`src/design/ofdm_subcarrier_mapper_unit_assert.svh`:
```
// assertion macros for the mapper rtl
// clk and arst_n are taken from the module that uses them
`ifndef OFDM_SUBCARRIER_MAPPER_UNIT_ASSERT_SVH
`define OFDM_SUBCARRIER_MAPPER_UNIT_ASSERT_SVH

// same-cycle implication
`define OSM_ASSERT_NOW(label, ante, cons, msg) \
	label: assert property (@(posedge clk) disable iff (!arst_n) (ante) |-> (cons)) \
		else $error(msg);

// next-cycle implication
`define OSM_ASSERT_NEXT(label, ante, cons, msg) \
	label: assert property (@(posedge clk) disable iff (!arst_n) (ante) |=> (cons)) \
		else $error(msg);

`endif

```
`src/design/osm_pkg.sv`:
```
package osm_pkg;

	localparam int MAX_CELLS    = 4096;
	localparam int SAMPLE_WIDTH = 16;
	localparam int SIZE_W       = 13;
	localparam int GUARD_W      = 11;
	localparam int INDEX_W      = 12;
	localparam int ACC_W        = 26;
	localparam int ADDR_W       = 5;
	localparam int DATA_W       = 32;

	typedef logic signed [SAMPLE_WIDTH-1:0] sample_t;

	typedef enum logic [1:0] {
		CELL_GUARD = 2'd0,
		CELL_PILOT = 2'd1,
		CELL_DATA  = 2'd2
	} cell_kind_t;

	typedef enum logic [2:0] {
		REG_SYM_CELLS   = 3'd0,
		REG_GUARD_COUNT = 3'd1,
		REG_PILOT_COUNT = 3'd2,
		REG_PILOT_I     = 3'd3,
		REG_PILOT_Q     = 3'd4
	} reg_idx_t;

	typedef struct packed {
		logic [SIZE_W-1:0]  sym_cells;
		logic [GUARD_W-1:0] guard_count;
		logic [SIZE_W-1:0]  pilot_count;
		// pilot count that a symbol restarted at this edge runs with
		logic [SIZE_W-1:0]  restart_pilots;
		sample_t            pilot_i;
		sample_t            pilot_q;
		logic               restart;
	} osm_cfg_t;

	function automatic logic [SIZE_W-1:0] eff_size(input logic [SIZE_W-1:0] n);
		if (n == '0)
			return SIZE_W'(1);
		else if (n > SIZE_W'(MAX_CELLS))
			return SIZE_W'(MAX_CELLS);
		else
			return n;
	endfunction

	function automatic logic [SIZE_W-1:0] eff_pilots(input logic [SIZE_W-1:0] p);
		return (p > SIZE_W'(MAX_CELLS)) ? SIZE_W'(MAX_CELLS) : p;
	endfunction

	// pilot target at the start of a symbol: p - 1, or 0 with no pilots
	function automatic logic [ACC_W-1:0] start_target(input logic [SIZE_W-1:0] p);
		return (p == '0) ? '0 : ACC_W'(p - SIZE_W'(1));
	endfunction

endpackage

```
`src/design/osm_ifs.sv`:
```
interface osm_in_if import osm_pkg::*; ();
	logic    valid;
	logic    ready;
	sample_t data_i;
	sample_t data_q;
	logic    data_available;

	modport source (output valid, output data_i, output data_q, output data_available,
		input ready);
	modport sink (input valid, input data_i, input data_q, input data_available,
		output ready);
endinterface

interface osm_out_if import osm_pkg::*; ();
	logic       valid;
	logic       ready;
	sample_t    cell_i;
	sample_t    cell_q;
	cell_kind_t cell_kind;
	logic       data_taken;
	logic       symbol_end;

	modport source (output valid, output cell_i, output cell_q, output cell_kind,
		output data_taken, output symbol_end, input ready);
	modport sink (input valid, input cell_i, input cell_q, input cell_kind,
		input data_taken, input symbol_end, output ready);
endinterface

```
`src/design/osm_cfg_regs.sv`:
```
module osm_cfg_regs import osm_pkg::*; (
	input  logic              clk,
	input  logic              arst_n,
	input  logic              psel,
	input  logic              penable,
	input  logic              pwrite,
	input  logic [ADDR_W-1:0] paddr,
	input  logic [DATA_W-1:0] pwdata,
	output logic [DATA_W-1:0] prdata,
	output logic              pready,
	output osm_cfg_t          cfg
);

	logic [SIZE_W-1:0]  sym_cells_q;
	logic [GUARD_W-1:0] guard_count_q;
	logic [SIZE_W-1:0]  pilot_count_q;
	sample_t            pilot_i_q;
	sample_t            pilot_q_q;
	logic               wr_restart;
	logic               wr_en;
	reg_idx_t           idx;

	assign pready = 1'b1;
	assign wr_en  = psel && penable && pwrite && pready;
	assign idx    = reg_idx_t'(paddr[ADDR_W-1:2]);

	always_ff @(posedge clk or negedge arst_n) begin
		if (!arst_n) begin
			sym_cells_q   <= SIZE_W'(64);
			guard_count_q <= GUARD_W'(4);
			pilot_count_q <= SIZE_W'(8);
			pilot_i_q     <= sample_t'(16384);
			pilot_q_q     <= '0;
		end else if (wr_en) begin
			case (idx)
				REG_SYM_CELLS:   sym_cells_q   <= pwdata[SIZE_W-1:0];
				REG_GUARD_COUNT: guard_count_q <= pwdata[GUARD_W-1:0];
				REG_PILOT_COUNT: pilot_count_q <= pwdata[SIZE_W-1:0];
				REG_PILOT_I:     pilot_i_q     <= pwdata[SAMPLE_WIDTH-1:0];
				REG_PILOT_Q:     pilot_q_q     <= pwdata[SAMPLE_WIDTH-1:0];
				default: ;
			endcase
		end
	end

	// writes past the register list leave the symbol running
	always_comb begin
		wr_restart = 1'b0;
		if (wr_en) begin
			case (idx)
				REG_SYM_CELLS, REG_GUARD_COUNT, REG_PILOT_COUNT,
				REG_PILOT_I, REG_PILOT_Q: wr_restart = 1'b1;
				default:                  wr_restart = 1'b0;
			endcase
		end
	end

	always_comb begin
		case (idx)
			REG_SYM_CELLS:   prdata = DATA_W'(sym_cells_q);
			REG_GUARD_COUNT: prdata = DATA_W'(guard_count_q);
			REG_PILOT_COUNT: prdata = DATA_W'(pilot_count_q);
			REG_PILOT_I:     prdata = DATA_W'(unsigned'(pilot_i_q));
			REG_PILOT_Q:     prdata = DATA_W'(unsigned'(pilot_q_q));
			default:         prdata = '0;
		endcase
	end

	assign cfg.sym_cells      = sym_cells_q;
	assign cfg.guard_count    = guard_count_q;
	assign cfg.pilot_count    = pilot_count_q;
	// a pilot count write restarts the symbol with the value being written
	assign cfg.restart_pilots = (wr_en && (idx == REG_PILOT_COUNT)) ?
		pwdata[SIZE_W-1:0] : pilot_count_q;
	assign cfg.pilot_i        = pilot_i_q;
	assign cfg.pilot_q        = pilot_q_q;
	assign cfg.restart        = wr_restart;

endmodule

```
`src/design/osm_cell_engine.sv`:
```
`include "ofdm_subcarrier_mapper_unit_assert.svh"

module osm_cell_engine import osm_pkg::*; (
	input  logic       clk,
	input  logic       arst_n,
	input  osm_cfg_t   cfg,
	osm_in_if.sink     sym_in,
	osm_out_if.source  cell_out
);

	// input register
	logic    valid_s1;
	sample_t data_i_s1;
	sample_t data_q_s1;
	logic    avail_s1;

	// result register
	logic       valid_s2;
	sample_t    cell_i_s2;
	sample_t    cell_q_s2;
	cell_kind_t cell_kind_s2;
	logic       taken_s2;
	logic       end_s2;

	// symbol walk state
	logic [INDEX_W-1:0] cell_index_q;
	logic [SIZE_W-1:0]  pilot_number_q;
	logic [ACC_W-1:0]   pilot_target_q;
	logic [ACC_W-1:0]   cell_scaled_q;

	logic               in_acc;
	logic               adv;
	logic [SIZE_W-1:0]  n_eff;
	logic [SIZE_W-1:0]  p_eff;
	logic [SIZE_W:0]    c_ext;
	logic [SIZE_W:0]    g_ext;
	logic [SIZE_W:0]    n_ext;
	logic [SIZE_W:0]    c_next;
	logic [SIZE_W:0]    span_x2;
	logic [SIZE_W:0]    pm1_x2;
	logic [ACC_W:0]     scaled_ahead;
	logic               used;
	logic               pilot_hit;
	logic               last_cell;
	sample_t            res_i;
	sample_t            res_q;
	cell_kind_t         res_kind;
	logic               res_taken;
	logic               out_guard;
	logic               out_taken;
	logic               end_adv;

	assign adv          = valid_s1 && (!valid_s2 || cell_out.ready);
	assign sym_in.ready = !valid_s1 || adv;
	assign in_acc       = sym_in.valid && sym_in.ready;

	always_ff @(posedge clk or negedge arst_n) begin
		if (!arst_n)
			valid_s1 <= 1'b0;
		else
			valid_s1 <= in_acc || (valid_s1 && !adv);
	end

	always_ff @(posedge clk) begin
		if (in_acc) begin
			data_i_s1 <= sym_in.data_i;
			data_q_s1 <= sym_in.data_q;
			avail_s1  <= sym_in.data_available;
		end
	end

	always_comb begin
		n_eff  = eff_size(cfg.sym_cells);
		p_eff  = eff_pilots(cfg.pilot_count);
		c_ext  = (SIZE_W+1)'(cell_index_q);
		g_ext  = (SIZE_W+1)'(cfg.guard_count);
		n_ext  = (SIZE_W+1)'(n_eff);
		c_next = c_ext + (SIZE_W+1)'(1);
		used   = (c_ext >= g_ext) && (c_ext + g_ext < n_ext);
		// 2*(U-1); only meaningful on a used cell
		span_x2 = (n_ext - (g_ext << 1) - (SIZE_W+1)'(1)) << 1;
		pm1_x2  = (p_eff == '0) ? '0 : ((SIZE_W+1)'(p_eff) - (SIZE_W+1)'(1)) << 1;
		scaled_ahead = (ACC_W+1)'(cell_scaled_q) + (ACC_W+1)'(pm1_x2);
		pilot_hit = used && (pilot_number_q < p_eff) &&
			((p_eff == SIZE_W'(1)) || ((ACC_W+1)'(pilot_target_q) < scaled_ahead));
		last_cell = c_next >= n_ext;

		res_i     = '0;
		res_q     = '0;
		res_taken = 1'b0;
		res_kind  = CELL_GUARD;
		if (pilot_hit) begin
			res_i    = cfg.pilot_i;
			res_q    = cfg.pilot_q;
			res_kind = CELL_PILOT;
		end else if (used) begin
			res_kind = CELL_DATA;
			if (avail_s1) begin
				res_i     = data_i_s1;
				res_q     = data_q_s1;
				res_taken = 1'b1;
			end
		end
	end

	always_ff @(posedge clk or negedge arst_n) begin
		if (!arst_n) begin
			cell_index_q   <= '0;
			pilot_number_q <= '0;
			pilot_target_q <= start_target(SIZE_W'(8));
			cell_scaled_q  <= '0;
		end else if (cfg.restart || (adv && last_cell)) begin
			cell_index_q   <= '0;
			pilot_number_q <= '0;
			pilot_target_q <= start_target(eff_pilots(cfg.restart_pilots));
			cell_scaled_q  <= '0;
		end else if (adv) begin
			cell_index_q <= c_next[INDEX_W-1:0];
			if (pilot_hit) begin
				pilot_number_q <= pilot_number_q + SIZE_W'(1);
				pilot_target_q <= pilot_target_q + ACC_W'(span_x2);
			end
			if (used)
				cell_scaled_q <= cell_scaled_q + ACC_W'(pm1_x2);
		end
	end

	always_ff @(posedge clk or negedge arst_n) begin
		if (!arst_n)
			valid_s2 <= 1'b0;
		else if (adv)
			valid_s2 <= 1'b1;
		else if (cell_out.ready)
			valid_s2 <= 1'b0;
	end

	always_ff @(posedge clk) begin
		if (adv) begin
			cell_i_s2    <= res_i;
			cell_q_s2    <= res_q;
			cell_kind_s2 <= res_kind;
			taken_s2     <= res_taken;
			end_s2       <= last_cell;
		end
	end

	assign cell_out.valid      = valid_s2;
	assign cell_out.cell_i     = cell_i_s2;
	assign cell_out.cell_q     = cell_q_s2;
	assign cell_out.cell_kind  = cell_kind_s2;
	assign cell_out.data_taken = taken_s2;
	assign cell_out.symbol_end = end_s2;

	assign out_guard = valid_s2 && (cell_kind_s2 == CELL_GUARD);
	assign out_taken = valid_s2 && taken_s2;
	assign end_adv   = adv && last_cell && !cfg.restart;

	`OSM_ASSERT_NOW(a_taken_is_data, out_taken, cell_kind_s2 == CELL_DATA, "taken off a data cell")
	`OSM_ASSERT_NOW(a_guard_zero, out_guard, {cell_i_s2, cell_q_s2} == '0, "guard cell not zero")
	`OSM_ASSERT_NOW(a_index_in_symbol, 1'b1, c_ext < n_ext, "cell index beyond symbol")
	`OSM_ASSERT_NOW(a_pilot_bound, 1'b1, pilot_number_q <= p_eff, "more pilots than configured")
	`OSM_ASSERT_NEXT(a_end_restarts, end_adv, {cell_index_q, pilot_number_q} == '0, "no restart")

endmodule

```
`src/design/ofdm_subcarrier_mapper_unit.sv`:
```
// an accepted request passes the input register, then the result register, before its cell is offered
// throughput: one cell per cycle while cell_out.ready holds, with the pilot position tracked by additions and a compare
// while a cell waits unread, one more request fits in the input register, then input stalls
// reset: arst_n clears valids and restarts the symbol at cell 0, registers take their defaults
// a write to any listed register restarts the symbol with fresh pilot state
module ofdm_subcarrier_mapper_unit import osm_pkg::*; (
	input  logic              clk,
	input  logic              arst_n,
	osm_in_if.sink            sym_in,
	osm_out_if.source         cell_out,
	input  logic              psel,
	input  logic              penable,
	input  logic              pwrite,
	input  logic [ADDR_W-1:0] paddr,
	input  logic [DATA_W-1:0] pwdata,
	output logic [DATA_W-1:0] prdata,
	output logic              pready
);

	osm_cfg_t cfg;

	osm_cfg_regs u_regs (
		.clk     (clk),
		.arst_n  (arst_n),
		.psel    (psel),
		.penable (penable),
		.pwrite  (pwrite),
		.paddr   (paddr),
		.pwdata  (pwdata),
		.prdata  (prdata),
		.pready  (pready),
		.cfg     (cfg)
	);

	osm_cell_engine u_engine (
		.clk      (clk),
		.arst_n   (arst_n),
		.cfg      (cfg),
		.sym_in   (sym_in),
		.cell_out (cell_out)
	);

endmodule
```
`src/flat_wrapper.sv`:
```
// flat-port wrapper written by rule: the top's interface ports become plain ports
module ofdm_subcarrier_mapper_unit_flat import osm_pkg::*;
  (clk, arst_n, psel, penable, pwrite, paddr, pwdata, prdata, pready, sym_in_valid, sym_in_data_i, sym_in_data_q, sym_in_data_available, sym_in_ready, cell_out_valid, cell_out_cell_i, cell_out_cell_q, cell_out_cell_kind, cell_out_data_taken, cell_out_symbol_end, cell_out_ready);
  osm_in_if sym_in_i ();
  osm_out_if cell_out_i ();
  input  logic clk;
  input  logic arst_n;
  input  logic psel;
  input  logic penable;
  input  logic pwrite;
  input  logic [ADDR_W-1:0] paddr;
  input  logic [DATA_W-1:0] pwdata;
  output logic [DATA_W-1:0] prdata;
  output logic pready;
  input wire logic [$bits(sym_in_i.valid)-1:0] sym_in_valid;
  input wire logic [$bits(sym_in_i.data_i)-1:0] sym_in_data_i;
  input wire logic [$bits(sym_in_i.data_q)-1:0] sym_in_data_q;
  input wire logic [$bits(sym_in_i.data_available)-1:0] sym_in_data_available;
  output wire logic [$bits(sym_in_i.ready)-1:0] sym_in_ready;
  output wire logic [$bits(cell_out_i.valid)-1:0] cell_out_valid;
  output wire logic [$bits(cell_out_i.cell_i)-1:0] cell_out_cell_i;
  output wire logic [$bits(cell_out_i.cell_q)-1:0] cell_out_cell_q;
  output wire logic [$bits(cell_out_i.cell_kind)-1:0] cell_out_cell_kind;
  output wire logic [$bits(cell_out_i.data_taken)-1:0] cell_out_data_taken;
  output wire logic [$bits(cell_out_i.symbol_end)-1:0] cell_out_symbol_end;
  input wire logic [$bits(cell_out_i.ready)-1:0] cell_out_ready;
  assign sym_in_i.valid = sym_in_valid;
  assign sym_in_i.data_i = sym_in_data_i;
  assign sym_in_i.data_q = sym_in_data_q;
  assign sym_in_i.data_available = sym_in_data_available;
  assign sym_in_ready = sym_in_i.ready;
  assign cell_out_valid = cell_out_i.valid;
  assign cell_out_cell_i = cell_out_i.cell_i;
  assign cell_out_cell_q = cell_out_i.cell_q;
  assign cell_out_cell_kind = cell_out_i.cell_kind;
  assign cell_out_data_taken = cell_out_i.data_taken;
  assign cell_out_symbol_end = cell_out_i.symbol_end;
  assign cell_out_i.ready = cell_out_ready;
  ofdm_subcarrier_mapper_unit u_core (.clk(clk), .arst_n(arst_n), .sym_in(sym_in_i), .cell_out(cell_out_i), .psel(psel), .penable(penable), .pwrite(pwrite), .paddr(paddr), .pwdata(pwdata), .prdata(prdata), .pready(pready));
endmodule
```
`config.mk`:
```
export PLATFORM = sky130hd
export DESIGN_NAME = ofdm_subcarrier_mapper_unit_flat
export DESIGN_NICKNAME = d
export VERILOG_FILES = /design/src/design/osm_pkg.sv /design/src/design/osm_ifs.sv /design/src/design/osm_cfg_regs.sv /design/src/design/osm_cell_engine.sv /design/src/design/ofdm_subcarrier_mapper_unit.sv /design/src/flat_wrapper.sv
export VERILOG_INCLUDE_DIRS = /design/src /design/src/design
export SDC_FILE = /design/constraint.sdc
export NUM_CORES = 1
export LEC_CHECK = 0
export BUFFER_PORTS_ARGS = -buffer_cell sky130_fd_sc_hd__buf_2
export CAP_MARGIN = 40
export CORE_UTILIZATION = 50
export DETAILED_ROUTE_END_ITERATION = 6
export PLACE_DENSITY_LB_ADDON = 0.2
export SLEW_MARGIN = 20
export SYNTH_ARGS = -nofsm -noshare
export SYNTH_HDL_FRONTEND = slang
export SYNTH_SLANG_ARGS = --single-unit
```
`constraint.sdc`:
```
create_clock -name clk -period 8.15 [get_ports clk]
set_input_delay 0.4075 -clock clk [delete_from_list [all_inputs] [get_ports clk]]
set_output_delay 0.4075 -clock clk [all_outputs]
set_load 0.02 [all_outputs]
```
[Word-level counts from Yosys, hierarchy flattened]
Cells that the tools add are included.
Operators by class
  add/sub/neg operators: 10
  multiply operators: 0
  div/mod/pow operators: 0
  $lt $le $gt $ge: 8
  equal/unequal tests: 5
  shift-type cells: 0
  multiplexer cells: 31
  bitwise gates (word level): 1
  reduce and logical (&&, ||, !) cells: 35
Operators with widths (count)
  2-to-1 mux 26 bit: 7
  2-to-1 mux 13 bit: 8
  2-to-1 mux 16 bit: 6
  case mux 16 bit (5 select lines): 1
  adder 26 x 14 -> 26 bit: 2
  > comparator 13 bit (second input constant): 3
  logical NOT 13 bit: 3
  adder 26 x 14 -> 27 bit: 1
  less-than comparator 26 x 27 -> 1 bit: 1
  less-than comparator 13 bit: 2
  subtractor 13 x 1 -> 13 bit (second input constant): 2
  2-to-1 mux 12 bit: 2
  2-to-1 mux 14 bit: 1
  AND reduction 2 bit: 7
  subtractor 13 x 1 -> 14 bit (second input constant): 1
  adder 12 x 1 -> 13 bit (second input constant): 1
  adder 12 x 11 -> 13 bit: 1
  adder 13 x 1 -> 13 bit (second input constant): 1
  equality test 13 x 1 -> 1 bit (second input constant): 1
  greater-or-equal comparator 13 bit: 1
  subtractor 13 x 12 -> 13 bit: 1
  greater-or-equal comparator 12 x 11 -> 1 bit: 1
  logical AND 1 bit: 10
  nonzero test 2 bit: 4
  11 further kinds: 22
Storage, ports and cells
  register bits: 217
  bits in latches: 0
  bits in writable memories: 0
  memory bits (read-only): 0
  input bits: 77
  output and inout bits: 71
  logic and storage cells: 109
  memories kept: 0

[Depth between registers and ports, before layout]
  word-level depth: 11
  depth in mapped cells: 30
  mapped depth without buffers: 25

[Cells and area by module]
From an unflattened synthesis, not the netlist that was laid out.
Unflattened totals
  cell total of the unflattened synthesis: 1419
  area total of the unflattened synthesis: 14426.3 µm²
Modules (own cells, without submodules)
  osm_cell_engine: instances 1, cells each 1174, area an instance 11075.6 µm², sequential area each 4001.3 µm²
  osm_cfg_regs: instances 1, cells each 245, area an instance 3350.7 µm², sequential area each 1731.7 µm²

[Worst setup path after synthesis]
OpenSTA, ideal clock, no wires.
  path kind: register to register
  start: register u_core.u_regs.pilot_count_q[12]
  end: register u_core.u_engine.cell_i_s2[0], in the netlist u_core.u_engine.cell_out.cell_i[0], data pin
  library setup time: 132 ps
  arrival time: 5908 ps
  data required time: 8018 ps
  path slack: 2110 ps
  cell stages (with the launch flop): 29
  path buffers: 4
  clock period less this slack: 6040 ps
  path through: dfrtp_1 > clkbuf_1 > inv_1 > clkbuf_1 > buf_1 > nand2_1 > ha_1 > nand3_1 > nor3_1 > or2_2 > inv_1 > ha_1 > a211oi_1 > o31ai_1 > a21o_1 > a21oi_1 > nor3_1 > nand2_1 > xor2_1 > ha_1 > nand3_1 > o221ai_1 > a21oi_1 > o22ai_1 > o2bb2ai_1 > a21oi_1 > nor3b_1 > clkbuf_1 > a22o_1
Between the ends
  cells in the longest elaborated chain, start to end: 9
  elaborated cells on any way between the ends: 13
  those cells by class: 2 x add/sub; 3 x order compare; 1 x eq/ne; 3 x mux; 4 x reduce/logical
RTL lines
  start: declaration: RTL line osm_cfg_regs.sv:16  | logic [SIZE_W-1:0] pilot_count_q;
  start signal: assignment: RTL line osm_cfg_regs.sv:38  | REG_PILOT_COUNT: pilot_count_q <= pwdata[SIZE_W-1:0];
  > comparator 13 bit: RTL line osm_pkg.sv:49  | return (p > SIZE_W'(MAX_CELLS)) ? SIZE_W'(MAX_CELLS) : p;
  2-to-1 mux 13 bit (*): RTL line osm_pkg.sv:49
  subtractor 13 x 1 -> 13 bit or logical NOT 13 bit (tied branches): RTL line osm_cell_engine.sv:82  | pm1_x2 = (p_eff == '0) ? '0 : ((SIZE_W+1)'(p_eff) - (SIZE_W+1)'(1)) << 1;
  2-to-1 mux 14 bit: RTL line osm_cell_engine.sv:82
  adder 26 x 14 -> 27 bit: RTL line osm_cell_engine.sv:83  | scaled_ahead = (ACC_W+1)'(cell_scaled_q) + (ACC_W+1)'(pm1_x2);
  less-than comparator 26 x 27 -> 1 bit: RTL line osm_cell_engine.sv:85  | ((p_eff == SIZE_W'(1)) || ((ACC_W+1)'(pilot_target_q) < scaled_ahead));
  logical OR 1 bit: RTL line osm_cell_engine.sv:85
  logical AND 1 bit (*): RTL line osm_cell_engine.sv:84  | pilot_hit = used && (pilot_number_q < p_eff) &&
  2-to-1 mux 16 bit (*): RTL line osm_cell_engine.sv:92  | if (pilot_hit) begin
  named net u_core.u_engine.res_i[0]: RTL line osm_cell_engine.sv:45  | sample_t res_i;
  end signal: assignment: RTL line osm_cell_engine.sv:139  | cell_i_s2 <= res_i;
  end: declaration: RTL line osm_cell_engine.sv:19  | sample_t cell_i_s2;
Mark *: on every way through the listed nets, which the timed path passes. The rest lies on a longest branch.
A chain may end at the register's enable or synchronous reset.

[Final worst setup path]
  start: register u_core.u_regs.pilot_count_q[4]
  end: register u_core.u_engine.cell_q_s2[7], in the netlist u_core.u_engine.cell_out.cell_q[7], data pin
Between the ends
  cells in the longest elaborated chain, start to end: 9
  elaborated cells on any way between the ends: 13
  those cells by class: 2 x add/sub; 3 x order compare; 1 x eq/ne; 3 x mux; 4 x reduce/logical
RTL lines
  > comparator 13 bit: RTL line osm_pkg.sv:49
  2-to-1 mux 13 bit (*): RTL line osm_pkg.sv:49
  subtractor 13 x 1 -> 13 bit or logical NOT 13 bit (tied branches): RTL line osm_cell_engine.sv:82
  2-to-1 mux 14 bit: RTL line osm_cell_engine.sv:82
  adder 26 x 14 -> 27 bit: RTL line osm_cell_engine.sv:83
  less-than comparator 26 x 27 -> 1 bit: RTL line osm_cell_engine.sv:85
  logical OR 1 bit: RTL line osm_cell_engine.sv:85
  logical AND 1 bit (*): RTL line osm_cell_engine.sv:84
  2-to-1 mux 16 bit (*): RTL line osm_cell_engine.sv:92
  named net u_core.u_engine.res_q[7]: RTL line osm_cell_engine.sv:46  | sample_t res_q;
  end signal: assignment: RTL line osm_cell_engine.sv:140  | cell_q_s2 <= res_q;
  end: declaration: RTL line osm_cell_engine.sv:20  | sample_t cell_q_s2;
Marked as above.

==> metrics.csv <==
metric,value,unit
fin crit share,86.7,%
ys flop type,dfrtp_1,
Pwr Total,0.00500,W
MaxCap Viol Count,0,
Syn. warnings,0,
initial drt markers,908,
GRT met3 Usage,3.23,%
H-tree Lvls,1,
critical-path cell list,"nor4_1, nand2_1, nor3_1, or2_2, inv_1, ha_1, a211oi_1, o31ai_1, a21o_1, a21oi_1, nor3_1, nand2_1, xor2_1, ha_1, nand4_1, nor2_1, nand3_1, o2bb2ai_1, a21oi_4, nor3b_2, buf_4, a22o_1",
outcome,completed,
PD cells,316,mW/mm^2
Hold WS,0.0595,ns
Routed Antenna Nets,0,
Initial Util,50.7,%
die area,0.0289,mm^2
Crit-path slowest cell,nor4_1,
max frequency,141,MHz
Post-Synthesis Cells,1448,
Internal,0.00296,W
top-level I/O count,148,
final setup fails,0,
Hold Crit Class,in2reg,
Synth top area share,24.9,%
Rel. slew slack,42.3,%
pins over their slew limit,0,
total grt overflow,0,
M1 GR Usage,36.1,%
Port Buf Inserts,112,
Synth-to-Final Area Change,12.4,%
largest net degree at the start of global routing,81,
max incr delay on CP,0.77,ns
total number of vias,11500,
critical path peak fanout,26,
row count,61,
CTS Buffer Depth,3,
"EDFF count, synth",69,
Clock Pin Slew Worst Setup and Hold Paths,0.06,ns
Post-Syn Area per Cell,9.73,um^2
Top Usage Layer GRT,met2,
Die Y,170,um
GPL Wtd Cong,0.899,
Yosys top cell by area,dfrtp_1,
Synth async-reset ratio,67.9,%
CTS Sinks,215,
final setup TNS,0,ns
first-pass GRT wire length,57900,um
largest cells by area after synthesis,"dfrtp_1, edfxtp_1, ha_1",
Switch Pwr,0.00204,W
GR met2 Demand/Resource,41.4,%
Top delay family on crit path,simple AND/OR/NAND/NOR gates,
CTS tree,yes,
number of global-route vias before repair,10700,
Residual DRC,0,
skew final,0.0110,ns
DRT Wirelength,37300,um
Lkg Pwr,7.12,nW
power share of the combinational group,46.9,%
RSZ-0062 raised after global routing,false,
Num CTS Buffers,25,
crit path time final,7.07,ns
Yosys reg bits,215,
Routed WL per cell,19.2,um
Detailed Routing Iterations Pass 1,7,
Final Hold Fails,0,
Post-DP HPWL,27600,um
Worst-Skew Late Latency,0.52,ns
core region area,0.0278,mm^2
post-CTS sizing,0,
Total GRT Usage,25.5,%
clock share of power,21.6,%
root buf cell,clkbuf_16,
"count leader, synth",nand2_1,
Peak VDD IR,0.204,mV
post-synthesis cell type count,74,
Worst Setup Path Type,reg2reg,
share of cells above drive strength 1,16.4,%
worst path arrival time,7.44,ns
worst-margin pin slew,0.854,ns
data required time at the worst endpoint,8.52,ns
vias per cell,5.90,
Die W,170,um
Critical Path Start Type,flip-flop,
Mapped Area,0.0141,mm^2
NumNets Final,1753,
Worst Setup End Kind,flip-flop,
"Seq/Total Area, Yosys",40.7,%
Flop pwr share,31.5,%
switching part of the total power,40.9,%
CP Buf/Inv Count,2,
Post-synth top cells,"nand2_1, dfrtp_1, ha_1",
initial antenna violation count,1,
## metrics by stage
step | cell area, um^2 | std cells | setup slack, ns | utilization [%]
finish | 15800 | 1943 | 1.08 | 57.0
global route | 15800 | 1943 | 0.488 | 57.0
CTS | 15800 | 1940 | 1.13 | 56.9
detailed placement | 15000 | 1894 | 1.19 | 54.0
global placement | 14900 | 1890 | 1.26 | 53.8
floorplan | 14100 | 1463 | 2.11 | -
## layout by cell type (no fill, tap or decap), drive strengths merged, types with 49 or more instances in the layout
| cell | synthesis | routed |
|---|---|---|
| nor2 | 75 | 75 |
| dfrtp | 140 | 140 |
| xnor2 | 49 | 49 |
| ha | 126 | 126 |
| inv | 76 | 77 |
| edfxtp | 69 | 69 |
| a21oi | 96 | 96 |
| buf | 25 | 130 |
| o21ai | 82 | 82 |
| nand2 | 150 | 150 |
| mux2 | 66 | 66 |
## power groups by stage
stage	clock network (W)	logic, W	registers, W
after floorplan	0	0.00179	0.00151
after global placement	0	0.00225	0.00158
after detailed placement	0	0.00231	0.00159
after CTS	0.00110	0.00233	0.00157
after global routing	0.00114	0.00263	0.00160
final	0.00108	0.00235	0.00157
## cell type report
class / count / area, um^2
Clock inverter: 8 / 48.8
Inverter: 77 / 289
Multi-Input combinational cell: 1096 / 7790
Tap cell: 378 / 473
Fill cell: 2446 / 11900
Timing Repair Buffer: 131 / 763
Antenna cell: 1 / 2.50
Clock buffer: 37 / 742
Sequential cell: 215 / 5730
## registers in the layout (all words and copies together), names as in the netlist
signal                               cells
u_core.u_regs.pilot_q_q                 16
u_core.u_engine.pilot_number_q          13
u_core.u_regs.sym_cells_q               13
u_core.u_engine.pilot_target_q          25
u_core.u_engine.cell_out.cell_i         16
u_core.u_engine.data_q_s1               16
u_core.u_engine.cell_scaled_q           25
u_core.u_engine.cell_out.valid           1
u_core.u_engine.cell_out.cell_kind       2
u_core.u_engine.cell_out.symbol_end      1
u_core.u_engine.data_i_s1               16
u_core.u_regs.guard_count_q             11
u_core.u_engine.valid_s1                 1
u_core.u_engine.cell_out.data_taken      1
u_core.u_engine.cell_out.cell_q         16
u_core.u_engine.avail_s1                 1
u_core.u_regs.pilot_count_q             13
u_core.u_regs.pilot_i_q                 16
u_core.u_engine.cell_index_q            12
## cells by family after synthesis
group | count (synthesis) | synth area share, %
AO/OA/AOI/OAI | 401 | 18.8
AND/OR/NAND/NOR | 400 | 13.7
flip-flops | 215 | 40.7
buffers and inverters | 152 | 4.56
adder cells (fa/ha/maj) | 130 | 11.8
multiplexers | 76 | 5.98
XOR/XNOR | 72 | 4.48
other | 2 | 0.0533
## final timing paths
path,start,to,slack (ns),cells past startpoint
worst min register to register,u_core.u_engine.valid_s1,u_core.u_engine.cell_out.valid,0.49,1
min in group asynchronous,arst_n,u_core.u_engine.pilot_target_q[22],0.26,2
max in group asynchronous,arst_n,u_core.u_regs.pilot_i_q[14],6.61,5
worst max register to register,u_core.u_regs.pilot_count_q[4],u_core.u_engine.cell_out.cell_q[7],1.08,22
worst max-delay path,u_core.u_regs.pilot_count_q[4],u_core.u_engine.cell_out.cell_q[7],1.08,22
worst min-delay path,sym_in_data_i[0],u_core.u_engine.data_i_s1[0],0.06,1
## what timing repair did
item,4_1_cts,5_1_grt
hold endpoints to repair,67,0
hold buffers,1,0
buffers inserted,0,0
## routing by layer
metal | vias to the layer above | routed length [um]
met4 | 0 | 768
met5 | - | 0
li1 | 5516 | -
met3 | 50 | 2130
met1 | 5546 | 17000
met2 | 357 | 17400
No activity file was read; power rests on OpenSTA's default activity.
